`src/design/mmcp_pkg.sv`:
```
// ----------------------------------------------------------------------------
// mmcp_pkg: shared types and constants
// Field widths and the control/status bundles between the sequencer and the
// walk unit.
// ----------------------------------------------------------------------------
package mmcp_pkg;

    localparam int ITEM_W   = 16;  // item_size port width
    localparam int GROUPS_W = 11;  // num_groups register width
    localparam int RESULT_W = 26;  // best_max_sum port width

    typedef struct packed {
        logic start;               // launch one probe
    } t_walk_ctl;

    typedef struct packed {
        logic busy;
        logic done;                // one-cycle pulse at end of probe
        logic fit;                 // probe bound is feasible, valid with done
    } t_walk_sts;

endpackage

```
`src/design/mmcp_walk.sv`:
```
// ----------------------------------------------------------------------------
// mmcp_walk: greedy feasibility walk
// Streams the stored sizes once per probe through one add/compare unit and
// counts the groups needed for the given bound.
// ----------------------------------------------------------------------------
module mmcp_walk #(
    parameter int CNT_W     = 11,
    parameter int SIZE_BITS = 16,
    parameter int AW        = 10
) (
    input  logic                            i_clk,
    input  logic                            i_rst_n,
    input  mmcp_pkg::t_walk_ctl             i_ctl,
    input  logic [SIZE_BITS+CNT_W-1:0]      i_bound,
    input  logic [mmcp_pkg::GROUPS_W-1:0]   i_groups,
    input  logic [CNT_W-1:0]                i_count,
    output logic                            o_rd_en,
    output logic [AW-1:0]                   o_rd_addr,
    input  logic [SIZE_BITS-1:0]            i_rd_data,
    output mmcp_pkg::t_walk_sts             o_sts
);

    localparam int SUM_W = SIZE_BITS + CNT_W;

    logic             r_busy;
    logic             r_done;
    logic             r_fit;
    logic             r_pend;
    logic [CNT_W-1:0] r_issue;
    logic [CNT_W-1:0] r_proc;
    logic [CNT_W-1:0] r_used;
    logic [SUM_W-1:0] r_acc;

    logic [SUM_W-1:0] w_v;
    logic [SUM_W:0]   w_sum;
    logic             w_over;
    logic             w_fits;
    logic [CNT_W-1:0] w_used_nxt;
    logic [CNT_W-1:0] w_proc_inc;
    logic             w_last;
    logic             w_grp_ok;

    always_comb begin
        w_v        = {{CNT_W{1'b0}}, i_rd_data};
        w_sum      = {1'b0, r_acc} + {1'b0, w_v};
        w_over     = w_v > i_bound;
        w_fits     = w_sum <= {1'b0, i_bound};
        w_used_nxt = w_fits ? r_used : r_used + CNT_W'(1);
        w_proc_inc = r_proc + CNT_W'(1);
        w_last     = w_proc_inc == i_count;
        w_grp_ok   = {{mmcp_pkg::GROUPS_W{1'b0}}, w_used_nxt}
                     <= {{CNT_W{1'b0}}, i_groups};
        o_rd_en    = r_busy && (r_issue < i_count);
        o_rd_addr  = r_issue[AW-1:0];
        o_sts      = '{busy: r_busy, done: r_done, fit: r_fit};
    end

    always_ff @(posedge i_clk) begin
        if (!i_rst_n) begin
            r_busy  <= 1'b0;
            r_done  <= 1'b0;
            r_fit   <= 1'b0;
            r_pend  <= 1'b0;
            r_issue <= '0;
            r_proc  <= '0;
            r_used  <= '0;
            r_acc   <= '0;
        end else begin
            r_done <= 1'b0;
            if (i_ctl.start) begin
                r_busy  <= 1'b1;
                r_pend  <= 1'b0;
                r_issue <= '0;
                r_proc  <= '0;
                r_used  <= CNT_W'(1);
                r_acc   <= '0;
            end else if (r_busy) begin
                r_pend <= o_rd_en;
                if (o_rd_en) begin
                    r_issue <= r_issue + CNT_W'(1);
                end
                if (r_pend) begin
                    r_proc <= w_proc_inc;
                    r_used <= w_used_nxt;
                    r_acc  <= w_fits ? w_sum[SUM_W-1:0] : w_v;
                    if (w_over) begin
                        // single item larger than the bound
                        r_busy <= 1'b0;
                        r_done <= 1'b1;
                        r_fit  <= 1'b0;
                    end else if (w_last) begin
                        r_busy <= 1'b0;
                        r_done <= 1'b1;
                        r_fit  <= w_grp_ok;
                    end
                end
            end
        end
    end

endmodule

```
`config.mk`:
```
export PLATFORM = sky130hd
export DESIGN_NAME = mmcp_walk
export DESIGN_NICKNAME = d
export VERILOG_FILES = /design/src/design/mmcp_pkg.sv /design/src/design/mmcp_walk.sv
export SDC_FILE = /design/constraint.sdc
export NUM_CORES = 1
export LEC_CHECK = 0
export BUFFER_PORTS_ARGS = -buffer_cell sky130_fd_sc_hd__buf_4
export CAP_MARGIN = 20
export CORE_ASPECT_RATIO = 1.5
export CORE_MARGIN = 4
export CORE_UTILIZATION = 30
export DETAILED_ROUTE_END_ITERATION = 10
export GPL_TIMING_DRIVEN = 0
export HOLD_SLACK_MARGIN = 0.03
export PLACE_DENSITY = 0.44
export SYNTH_ARGS = -nofsm -noshare
export SYNTH_HDL_FRONTEND = slang
export SYNTH_SLANG_ARGS = --single-unit
export TNS_END_PERCENT = 20
```
`constraint.sdc`:
```
create_clock -name i_clk -period 13.7 [get_ports i_clk]
set_input_delay 2.055 -clock i_clk [delete_from_list [all_inputs] [get_ports i_clk]]
set_output_delay 2.055 -clock i_clk [all_outputs]
set_load 0.05 [all_outputs]
```
==> flow_metrics.tcl <==
set metrics [dict create \
    hp-class "reg2reg" \
    regArea_um2 1280 \
    htreeDepth 3 \
    cp-start-kind "primary input" \
    post_dp_cell_area_um2 6860 \
    syn-cell-area_um2 5930 \
    yosysSeqAreaShare_pct 21.6 \
    synth.most_common_cell "ha_1" \
    avgRoutedWirePerCell_um 16.8 \
    fmax_mhz 122 \
    p_seq_share_pct 37.2 \
    gp_congestion 0.890 \
    synth_area_leaders "dfxtp_1 (22%), ha_1 (18%), xnor2_1 (5.5%)" \
    initial_core_util_pct 30.7 \
    status "completed" \
    p_total_mw 0.507 \
    core_area_um2 19300 \
    finalCritPeriodShare_pct 59.8 \
    drtPass1Iterations 5 \
    p_sw_mw 0.134 \
    pwr-share-comb_pct 16.5 \
    setup_violations 0 \
    detail-route-antenna-nets 0 \
    fin_cells 1134 \
    nets 1027 \
    finalHoldViolations 0 \
    core.rowCount 62 \
    cts_tree "built" \
    place_inst 1120 \
    cpLargestDelayFamily "compound AO/OA/AOI/OAI gates" \
    die_x_um 123 \
    fin_ws_ns 5.51 \
    tns_ns 0 \
    grt_usage_pct 18.0 \
    nFillCells 2078 \
    initialDrtViolationCount 278 \
    hpwl_mm 15.4 \
    antenna_found_initial 0 \
    cpMostUsedCell "a21oi_1" \
    r2r_start "r_acc[0]$_SDFFE_PP0P_" \
    stdcell_area_um2 7150 \
    wl_mm 19.1 \
    grt_pass1_vias 6139 \
    synthFlopType "dfxtp_1" \
    worstPathArrival_ns 8.41 \
    diodes 0 \
    cts_hold_buffers 0 \
    grt_max_degree 11 \
    cts.sinks 64 \
    synth_edf_count 0 \
    cts_root_buffer "clkbuf_16" \
    drc 0 \
    slowest_stage "clkbuf_1" \
    min_from "r_acc[14]$_SDFFE_PP0P_" \
    clock_path_buffers 2 \
    avgViaCountPerCell 5.15 \
    max-slew-margin-rel_pct 46.9 \
    skew_ns 0.00883 \
    p_int_mw 0.373 \
    syn_to_final_growth_pct 20.6 \
    grt_setup_unrepaired "false" \
    sw_frac_of_total_pct 26.5 \
    max-vdd-ir-drop_uv 45.9 \
    synthArstFlopShare_pct 0 \
    cpPeakStageDelay_ns 0.59 \
    syn-num-nets 935 \
    cts_resized 0 \
    yosysTopAreaCell "dfxtp_1" \
    multiInputGateArea_um2 4180 \
    startpoint "i_rd_data[0]" \
    crit_buf_inv 3 \
    synthCells 783 \
    synth_top_area_share_pct 21.6 \
    ioPinCount 82 \
    power.leakage_nw 3.12 \
    critPathMaxFanout 10 \
    cts_setup_buffers 0 \
    cp-end-kind "register" \
    clkLatencyLatePin_ns 0.34 \
    ys_types 58 \
    numPortBuffers 81 \
    hold_slack_ns 0.461 \
    dieArea_um2 22100 \
    netlist_top_cells_count "ha_1 (83), nand2_1 (80), inv_1 (65)" \
    yosys_register_bits 64 \
    fin_crit_ns 8.19 \
    final_core_util_pct 37.0 \
    yosys_warnings 0 \
    grt_pass1_wl_mm 31.4 \
    pre_cts_slack_ns 5.06 \
    drive_gt1_share_pct 14.5 \
    tightest_slew_ns 0.793 \
    syn_avg_cell_area_um2 7.57 \
    dr_total_vias 5839 \
    crit_required_ns 13.92 \
    powerDensity_nw_per_um2 70.9 \
    dieHeight_um 180 \
    overflow 0 \
    clkPwrFrac_pct 46.3 \
    clk_pin_slew_ns 0.06 \
    numCtsBuffers 9 \
    finalMaxSlewViolations 0 \
    drv_cap 0 \
    path_class "in2reg" \
]
==> worst min-delay path, cell delays in order, from the launching register on <==
cell,delay [ns]
dfxtp_1,0.33
nand2_1,0.05
nand3_1,0.05
==> cell families (layout without fill, tap and decap cells) <==
| family | count (synthesis) | in the layout | share of synthesized area, % |
|---|---|---|---|
| AO/OA/AOI/OAI | 170 | 170 | 17.8 |
| XOR/XNOR | 64 | 64 | 9.46 |
| adder cells (fa/ha/maj) | 84 | 84 | 17.9 |
| buffers and inverters | 107 | 202 | 7.81 |
| flip-flops | 64 | 64 | 21.6 |
| multiplexers | 7 | 7 | 1.20 |
| AND/OR/NAND/NOR | 287 | 287 | 24.2 |
==> cell type report <==
cell class | count | share of cell area [%]
buffer | 42 | 3.06
sequential | 64 | 17.9
multi-input combinational | 612 | 58.5
clock inverter | 3 | 0.595
timing repair buffer | 81 | 8.50
inverter | 65 | 3.41
clock buffer | 11 | 3.53
tap | 256 | 4.48
==> cell usage in the layout (no fill, tap or decap), drive strengths merged, types with 2 or more instances in the layout <==
| cell type | synthesis | final |
|---|---|---|
| nand4b | 3 | 3 |
| nor2 | 45 | 45 |
| nor4 | 9 | 9 |
| inv | 65 | 65 |
| nor2b | 7 | 7 |
| and3 | 9 | 9 |
| clkbuf | 18 | 29 |
| a22o | 2 | 2 |
| nand4 | 20 | 20 |
| o211ai | 9 | 9 |
| and4 | 4 | 4 |
| o21a | 9 | 9 |
| a221o | 2 | 2 |
| xor2 | 27 | 27 |
| xnor2 | 37 | 37 |
| nor3b | 3 | 3 |
| or4 | 9 | 9 |
| nand2 | 80 | 80 |
| nor3 | 46 | 46 |
| a2111oi | 2 | 2 |
| o21ai | 49 | 49 |
| a211oi | 6 | 6 |
| or3 | 15 | 15 |
| o31a | 2 | 2 |
| o31ai | 6 | 6 |
| mux2i | 6 | 6 |
| nand3 | 28 | 28 |
| nand2b | 5 | 5 |
| and2 | 2 | 2 |
| a21o | 6 | 6 |
| a31oi | 9 | 9 |
| buf | 24 | 105 |
| dfxtp | 64 | 64 |
| a21boi | 2 | 2 |
| ha | 83 | 83 |
| a21oi | 56 | 56 |
==> power groups by stage <==
stage	Sequential (mW)	Combinational, mW	Clock, mW
after global routing	0.189	0.0949	0.252
after floorplan	0.192	0.0476	0
after global placement	0.193	0.0826	0
after detailed placement	0.193	0.0844	0
after CTS	0.189	0.0849	0.242
final	0.189	0.0838	0.235
==> sequential cells by signal (all words and copies together), names as in the netlist <==
| name | cells |
|---|---|
| r_proc | 11 |
| r_used | 11 |
| r_fit | 1 |
| r_done | 1 |
| r_pend | 1 |
| r_busy | 1 |
| r_issue | 11 |
| r_acc | 27 |
==> final timing paths <==
| kind | cells after the start | to | slack [ns] |
|---|---|---|---|
| worst max-delay path | 28 | r_fit$_SDFFE_PN0P_ | 5.51 |
| worst min-delay path | 2 | r_acc[14]$_SDFFE_PP0P_ | 0.46 |
| worst max register to register | 27 | r_fit$_SDFFE_PN0P_ | 7.01 |
| worst min register to register | 2 | r_acc[14]$_SDFFE_PP0P_ | 0.46 |
==> metal layers <==
layer	track usage, %	up-vias	routed length (um)
met5	0	-	0
met3	2.51	32	744
met2	32.6	127	9980
li1	-	2958	-
met4	6.95	0	575
met1	21.0	2722	7770
(Power assumes the default switching activity.)
